`config.mk`:
```
export PLATFORM = sky130hd
export DESIGN_NAME = lis_front_flat
export DESIGN_NICKNAME = d
export VERILOG_FILES = /design/src/rtl/lis_pkg.sv /design/src/rtl/lis_if.sv /design/src/rtl/lis_front.sv /design/src/flat_wrapper.sv
export SDC_FILE = /design/constraint.sdc
export NUM_CORES = 1
export LEC_CHECK = 0
export ABC_AREA = 1
export BUFFER_PORTS_ARGS = -buffer_cell sky130_fd_sc_hd__buf_2
export CAP_MARGIN = 20
export CORE_UTILIZATION = 37
export DETAILED_ROUTE_END_ITERATION = 10
export SLEW_MARGIN = 10
export SYNTH_ARGS = -nofsm -noshare
export SYNTH_HDL_FRONTEND = slang
export SYNTH_SLANG_ARGS = --single-unit
```
`constraint.sdc`:
```
create_clock -name clk -period 3.06 [get_ports clk]
set_clock_uncertainty 0.15 [all_clocks]
set_input_delay 0.612 -clock clk [delete_from_list [all_inputs] [get_ports clk]]
set_output_delay 0.612 -clock clk [all_outputs]
set_load 0.01 [all_outputs]
```
`src/rtl/lis_pkg.sv`:
```
// Shared types and constants for the longest increasing subsequence block.
// No dependencies; used by the interfaces, the input queue and the search engine.
`default_nettype none

package lis_pkg;

  localparam int VALUE_W = 32;
  localparam int RL_W    = 11;

  // Input queue between the front and the search engine (keep a power of two).
  localparam int QUEUE_DEPTH = 2;
  localparam int QPTR_W      = $clog2(QUEUE_DEPTH);
  localparam int QCNT_W      = $clog2(QUEUE_DEPTH + 1);

  typedef struct packed {
    logic signed [VALUE_W-1:0] value;
    logic                      last;
  } item_t;

  // Head of the input queue as seen by the search engine.
  typedef struct packed {
    logic  valid;
    item_t item;
  } head_t;

endpackage

`default_nettype wire

```
`src/rtl/lis_if.sv`:
```
// Valid/ready channel interfaces for the input items and the results.
// Depends on lis_pkg for the field widths.
`default_nettype none

interface lis_in_if;
  logic                               valid;
  logic                               ready;
  logic signed [lis_pkg::VALUE_W-1:0] value;
  logic                               last;

  modport source (output valid, output value, output last, input ready);
  modport sink   (input valid, input value, input last, output ready);
endinterface


`default_nettype wire

```
`src/rtl/lis_front.sv`:
```
// Front end: accepts input transactions into a short queue ahead of the search engine.
// Depends on lis_pkg and lis_in_if.
`default_nettype none

module lis_front (
  input  wire logic           clk,
  input  wire logic           rst,
  lis_in_if.sink              items,
  output lis_pkg::head_t      head,
  input  wire logic           pop
);

  lis_pkg::item_t                 slots [lis_pkg::QUEUE_DEPTH];
  logic [lis_pkg::QPTR_W-1:0]     wr_ptr;
  logic [lis_pkg::QPTR_W-1:0]     rd_ptr;
  logic [lis_pkg::QCNT_W-1:0]     fill;
  logic                           push;
  logic                           take;

  assign items.ready = (fill != lis_pkg::QCNT_W'(lis_pkg::QUEUE_DEPTH));
  assign push        = items.valid && items.ready;
  assign take        = pop && (fill != '0);

  assign head.valid  = (fill != '0);
  assign head.item   = slots[rd_ptr];

  always_ff @(posedge clk) begin
    if (push) begin
      slots[wr_ptr].value <= items.value;
      slots[wr_ptr].last  <= items.last;
    end
  end

  always_ff @(posedge clk) begin
    if (rst) begin
      wr_ptr <= '0;
      rd_ptr <= '0;
      fill   <= '0;
    end else begin
      if (push) wr_ptr <= wr_ptr + 1'b1;
      if (take) rd_ptr <= rd_ptr + 1'b1;
      priority if (push && !take) begin
        fill <= fill + 1'b1;
      end else if (take && !push) begin
        fill <= fill - 1'b1;
      end
    end
  end

endmodule

`default_nettype wire

```
`src/flat_wrapper.sv`:
```
// flat-port wrapper written by rule: the top's interface ports become plain ports
module lis_front_flat 
  (clk, rst, head, pop, items_valid, items_value, items_last, items_ready);
  lis_in_if items_i ();
  input  wire logic clk;
  input  wire logic rst;
  output lis_pkg::head_t head;
  input  wire logic pop;
  input wire logic [$bits(items_i.valid)-1:0] items_valid;
  input wire logic [$bits(items_i.value)-1:0] items_value;
  input wire logic [$bits(items_i.last)-1:0] items_last;
  output wire logic [$bits(items_i.ready)-1:0] items_ready;
  assign items_i.valid = items_valid;
  assign items_i.value = items_value;
  assign items_i.last = items_last;
  assign items_ready = items_i.ready;
  lis_front u_core (.clk(clk), .rst(rst), .items(items_i), .head(head), .pop(pop));
endmodule
```
==> results of run 1 <==
synthesized netlist by cell type, drive strengths merged:
cell and instances:
a21oi 2, buf 4, dfxtp 5, edfxtp 66, ha 1, inv 8
mux2 33, nand2 9, nand3 2, nand4 1, nor2 7, o21ai 2
power by group through the flow:
stage	combinational, µW	sequential, µW	clock (µW)
6_report	737	1270	588
5_1_grt	813	1280	651
4_1_cts	753	1270	610
3_5_place_dp	750	1290	0
3_3_place_gp	743	1290	0
2_1_floorplan	539	1280	0
layout by cell type, fill, tap and decap left out:
cell type and count:
buf_2 71, dfxtp_2 1, inv_1 8, o21ai_0 2, clkinv_2 1, a21oi_1 2
buf_12 2, nand3_1 2, mux2_2 3, buf_4 2, ha_1 1, edfxtp_1 66
clkbuf_1 4, nand2_1 9, dfxtp_1 4, mux2_4 30, nor2_4 2, clkbuf_8 9
clkinv_1 1, nor2_1 5, nand4_1 1
how the worst max path moves through the flow:
stage	end	depth (start not counted)	slack, ns
after CTS	head[13]	3	0.79
final	head[14]	3	0.82
after floorplan	u_core.slots[0][0]$_DFFE_PP_	2	0.39
after detailed placement	u_core.slots[0][5]$_DFFE_PP_	4	0.99
after global routing	head[13]	3	0.75
after global placement	u_core.slots[1][31]$_DFFE_PP_	4	1.01
final cells by class:
class,count,area share
flip-flops and latches,71,0.612
multi-input cells,57,0.179
repair buffers,75,0.121
clock buffers,13,0.0408
well taps,99,0.0364
inverters,8,0.00882
clock inverters,2,0.00257
routing by layer:
layer,share of wire,global-route usage,routed length [µm],up-vias
li1,-,-,-,684
met1,0.42,0.137,1830,672
met2,0.51,0.190,2220,39
met3,0.041,0.0373,177,9
met4,0.026,0.0836,111,0
met5,0,0,0,-
stage by stage:
| step | setup WS [ns] | power (µW) | util | instance area (µm²) | instances |
|---|---|---|---|---|---|
| final | 0.823 | 2590 | 0.469 | 3400 | 325 |
| after global routing | 0.751 | 2740 | 0.469 | 3400 | 325 |
| after CTS | 0.787 | 2630 | 0.469 | 3400 | 325 |
| after detailed placement | 0.994 | 2040 | 0.449 | 3260 | 310 |
| after global placement | 1.01 | 2030 | 0.449 | 3260 | 310 |
| after floorplan | 0.387 | 1820 | - | 2780 | 140 |
logic make-up after synthesis:
kind of cell	count (synthesis)	synth area share
buffers and inverters	12	0.0365
muxes	33	0.174
AOI/OAI and AO/OA	4	0.00721
DFF	71	0.750
adders and majority gates	1	0.00451
and+or+nand+nor	19	0.0275
sequential cells by signal, summed over array words and instances (netlist names), named ones only:
register and flops:
u_core.rd_ptr 1, u_core.wr_ptr 1, u_core.slots 66, u_core.fill 2
critical path, delay by kind of cell (launching register included):
kind	cells	cell delay, ns
muxes	1	0.37
DFF	1	0.32
buffers and inverters	2	0.44
==> key figures, run 1 <==
Logic synthesis
  • Synthesized cell area: 2780 µm²
  • Synth area leader: edfxtp_1
  • Ys Warns: 0
  • Synth cell types: 14
  • Post-synthesis register bit count: 71
  • Post-Synthesis Cells: between 100 and 150
  • Top-area cell type share of the netlist area: 0.714
  • Mean cell area of the mapped netlist: between 15 and 20 µm²
  • Top cells by area, synth: edfxtp_1 71%, mux2_4 16%, dfxtp_1 3.6%
  • Syn nets: ~180
  • Sequential fraction of the synthesis area: 0.750

Critical path
  • CP Launch Type: flop
  • Critical Path Slowest Stage Cell: mux2_2
  • Required time worst endpoint: around 2.3 ns
  • FF-to-FF path depth: 5
  • Worst setup EP type: output pin
  • Max stage delay on crit path: 0.37 ns
  • Crit-path cells: buf_4 -> mux2_2 -> buf_2
  • Critical R2R Capture: u_core.slots[1][22]$_DFFE_PP_
  • R2R Path Start: u_core.fill[0]$_SDFFE_PP0P_
  • Crit-path max FO: 18
  • Register-to-register setup slack: 1.24 ns
  • Worst Path Arrival: about 1.5 ns
  • Worst Setup Path Type: flop to output pin

CTS
  • CTS-repair resized insts: 0
  • Clock transition at path regs: approximately 0.070 ns
  • Clock Latency Late Sink: 0.33 ns
  • # clock sinks: 71
  • H-tree levels: 3
  • Root Buffer: clkbuf_8
  • TritonCTS clock tree: done
  • Num CTS Buffers: 9
  • Hold_buf cts: 0
  • Post-CTS setup buffers: 0
  • Deepest clock path buffer count: 2

Power and ir drop
  • Switch share: 0.274
  • Leakage: between 0.001 and 0.0015 µW
  • Cell internal pwr: 1880 µW
  • Sequential Power Share: 0.489
  • Comb power frac: 0.284
  • Worst vdd ir: 0.300 mV
  • Power Dens Cells: 761 nW/µm²
  • Clock share of power: 0.227
  • Sw Pwr: 710 µW

Timing
  • RSZ-0062 raised after global routing: false
  • Slew Limit Headroom: 0.622
  • Min Hold Slack: 0.312 ns
  • Period utilization: 0.731
  • Fin. Hold Viols: 0
  • Final Max Tran Viols: 0
  • Setup TNS Final: 0 ns
  • Final setup viols: 0
  • Max Freq: roughly 0.45 GHz
  • Slew @ Worst Pin: 0.565 ns
  • Final min period: 2.24 ns

Global routing
  • All-layer global routing usage: 0.119
  • Pin count of the biggest net entering global routing: 19
  • Initial antenna violation count: 0
  • Grt total ovfl: 0
  • First-pass GRT wire length: 6.44 mm
  • Vias in the first global route: 1373

Finish
  • Area Overhead vs Synth: 22.6%
  • Multi-input logic area: 608 µm²
  • Register area: 2080 µm²
  • Share of layout cells above drive strength 1: 0.535
  • NumNets Final: 260
  • Diodes inserted: 0
  • Fillers: 646

Worst hold path
  • Hold_sp: items_last
  • Hold EP: u_core.slots[0][0]$_DFFE_PP_
  • Hold Path Class: input port to flop
  • Hold Crit Depth: 1

Route
  • WL per Instance: 13.3 µm
  • Drt initial violations: 55
  • Final wirelength: 4.34 mm
  • ANT nets after route: 0
  • Initial DRT Pass Iterations: 4
  • Vias per Instance: about 4.3
  • DR vias: 1404
  • Drt drc: 0

Placed design
  • Detail Placement HPWL: approximately 3 mm
  • Port Buffer Count: 71
  • Routability congestion estimate: 0.703

Run status
  • Status: complete, no violations

Floorplan
  • Die Wd: about 90 µm
  • Starting Density: 0.383
  • I/O pins: 72
  • Die area: 7850 µm²
  • Total core area: 7250 µm²
  • Row count: 31
  • Die height: 88.6 µm

Flow run
  • Max-cap viol count: 0
No activity file was read; power rests on OpenSTA's default activity.
==> run 2: changes to the inputs <==
- clock period: 3.06 -> 2.1 ns (I/O delays scaled with it)
==> run 2 against run 1 <==
Clock power up 90%. First-iteration DRC count down 7.3%. Routed wire length up 2.2%. Register-to-register slack worse by 0.82 ns. Largest power group unchanged. Utilization up 0.81 points. Largest cell class unchanged. Critical path depth unchanged. Sequential cell count unchanged.
==> key figures, run 2 (synthesized netlist as in run 1, its figures left out) <==
Finish
  • Area Overhead vs Synth: 24.7% (was 22.6%)
  • Fillers: 657 (was 646)
  • Fin cells: 328 (was 325)
  • Most frequent cells in the layout: 71 x buf_2, 66 x edfxtp_1, 30 x mux2_4 (unchanged)
  • Commonest non-fill, non-tap cell in the layout: buf_2 (unchanged)
  • Max FFs per register: 66 (unchanged)
  • Finished Cell Area: 3460 µm² (was 3400 µm²)
  • Diodes inserted: 0 (unchanged)
  • NumNets Final: 262 (was 260)
  • Largest reg by FF count: u_core.slots (unchanged)
  • Top flop regs: u_core.slots (66), u_core.fill (2) (unchanged)
  • Share of layout cells above drive strength 1: 0.546 (was 0.535)

Route
  • Drt drc: 0 (unchanged)
  • Drt initial violations: 51 (was 55)
  • Vias per Instance: 4.34 (was 4.32)
  • ANT nets after route: 0 (unchanged)
  • Initial DRT Pass Iterations: 4 (unchanged)
  • Final wirelength: 4.43 mm (was 4.34 mm)
  • WL per Instance: 13.5 µm (was 13.3 µm)
  • DR vias: 1422 (was 1404)

Worst hold path
  • Hold Path Class: input port to flop (unchanged)

Power and ir drop
  • Worst vdd ir: 0.664 mV (was 0.300 mV)
  • Power Dens Cells: 1170 nW/µm² (was 761 nW/µm²)
  • Leakage: 0.00139 µW (was 0.00136 µW)

Timing
  • Slew Limit Headroom: 0.801 (was 0.622)
  • Slew @ Worst Pin: 0.298 ns (was 0.565 ns)
  • Post-route setup slack: 0.0808 ns (was 0.823 ns)
  • Final setup viols: 0 (unchanged)
  • RSZ-0062 raised after global routing: false (unchanged)
  • Setup TNS Final: 0 ns (unchanged)
  • Fin. Hold Viols: 0 (unchanged)
  • Period utilization: 0.962
  • Final Max Tran Viols: 0 (unchanged)
  • Min Hold Slack: 0.126 ns (was 0.312 ns)
  • Max Freq: 0.495 GHz
  • Final min period: 2.02 ns

Critical path
  • Worst Path Arrival: 1.45 ns (was 1.48 ns)
  • Worst setup EP type: output pin (unchanged)
  • Crit-path max FO: 15 (was 18)
  • CP Launch Type: flop (unchanged)
  • Required time worst endpoint: 1.53 ns (was 2.30 ns)
  • Worst Setup Path Type: flop to output pin (unchanged)

CTS
  • Clock Latency Late Sink: 0.32 ns (was 0.33 ns)
  • Clock transition at path regs: 0.07 ns (about the same)
  • CTS-repair resized insts: 0 (unchanged)
  • Root Buffer: clkbuf_8 (unchanged)
  • Deepest clock path buffer count: 2 (unchanged)
  • # clock sinks: 71 (unchanged)
  • H-tree levels: 3 (unchanged)
  • TritonCTS clock tree: done (unchanged)
  • Post-CTS setup buffers: 0 (unchanged)
  • Hold_buf cts: 0 (unchanged)
  • Num CTS Buffers: 9 (unchanged)

Placed design
  • DP Area: 3260 µm² (about the same)
  • Dpl cells: 312 (was 310)
  • Port Buffer Count: 71 (unchanged)
  • Post-Place Setup Slack: 0.410 ns (was 0.994 ns)
  • Routability congestion estimate: 0.745 (was 0.703)
  • Detail Placement HPWL: 3.05 mm (was 2.99 mm)

Floorplan
  • Die area: 7850 µm² (unchanged)
  • I/O pins: 72 (unchanged)
  • Die height: 88.6 µm (unchanged)
  • Die Wd: 88.6 µm (unchanged)
  • Starting Density: 0.383 (unchanged)
  • Row count: 31 (unchanged)
  • Total core area: 7250 µm² (unchanged)

Flow run
  • Max-cap viol count: 0 (unchanged)

Global routing
  • Grt total ovfl: 0 (unchanged)
  • First-pass GRT wire length: 6.77 mm (was 6.44 mm)
  • Initial antenna violation count: 0 (unchanged)
  • Pin count of the biggest net entering global routing: 20 (was 19)
  • All-layer global routing usage: 0.122 (was 0.119)
  • Vias in the first global route: 1403 (was 1373)

Run status
  • Status: complete, no violations (unchanged)
==> run 2: routing by layer <==
layer / vias up / track usage / routed length (µm)
met5: - / 0 / 0
met4: 0 / 0.0660 / 97
met3: 8 / 0.0345 / 150
met2: 36 / 0.199 / 2310
met1: 687 / 0.145 / 1870
li1: 691 / - / -
==> run 2: per-stage QoR <==
step | total power, µW | utilization
floorplan | 2660 | -
global placement | 2960 | 0.449
detailed placement | 2980 | 0.449
CTS | 4110 | 0.477
global route | 4270 | 0.477
finish | 4040 | 0.477
==> run 2: power breakdown <==
group	total (µW)	switching, µW	internal [µW]
registers	1850	61.9	1790
clock network	1120	456	660
logic	1070	538	535
==> run 2: area by class of cell <==
cell class                 instances  area (µm²)  share of cell area
timing repair buffer              77         413               0.119
inverter                           8        30.0             0.00867
clock buffer                      11         131              0.0379
clock inverter                     5        72.6              0.0210
multi-input combinational         57         608               0.176
tap                               99         124              0.0358
sequential                        71        2080               0.602
==> run 2: final timing paths <==
path                               start                       endpoint  slack, ns  depth (start not counted)
max                                 flop                       head[16]       0.08                          3
min                      items_value[11]  u_core.slots[0][12]$_DFFE_PP_       0.13                          1
max reg2reg  u_core.fill[0]$_SDFFE_PP0P_    u_core.fill[1]$_SDFFE_PP0P_       0.42                         10
min reg2reg   u_core.rd_ptr$_SDFFE_PP0P_                           flop       0.35                          2
==> run 2: worst max-delay path, cell delays in order, from the launching register on <==
cell     delay (ns)
dfxtp_2        0.35
buf_4          0.30
mux2_4         0.33
buf_2          0.14
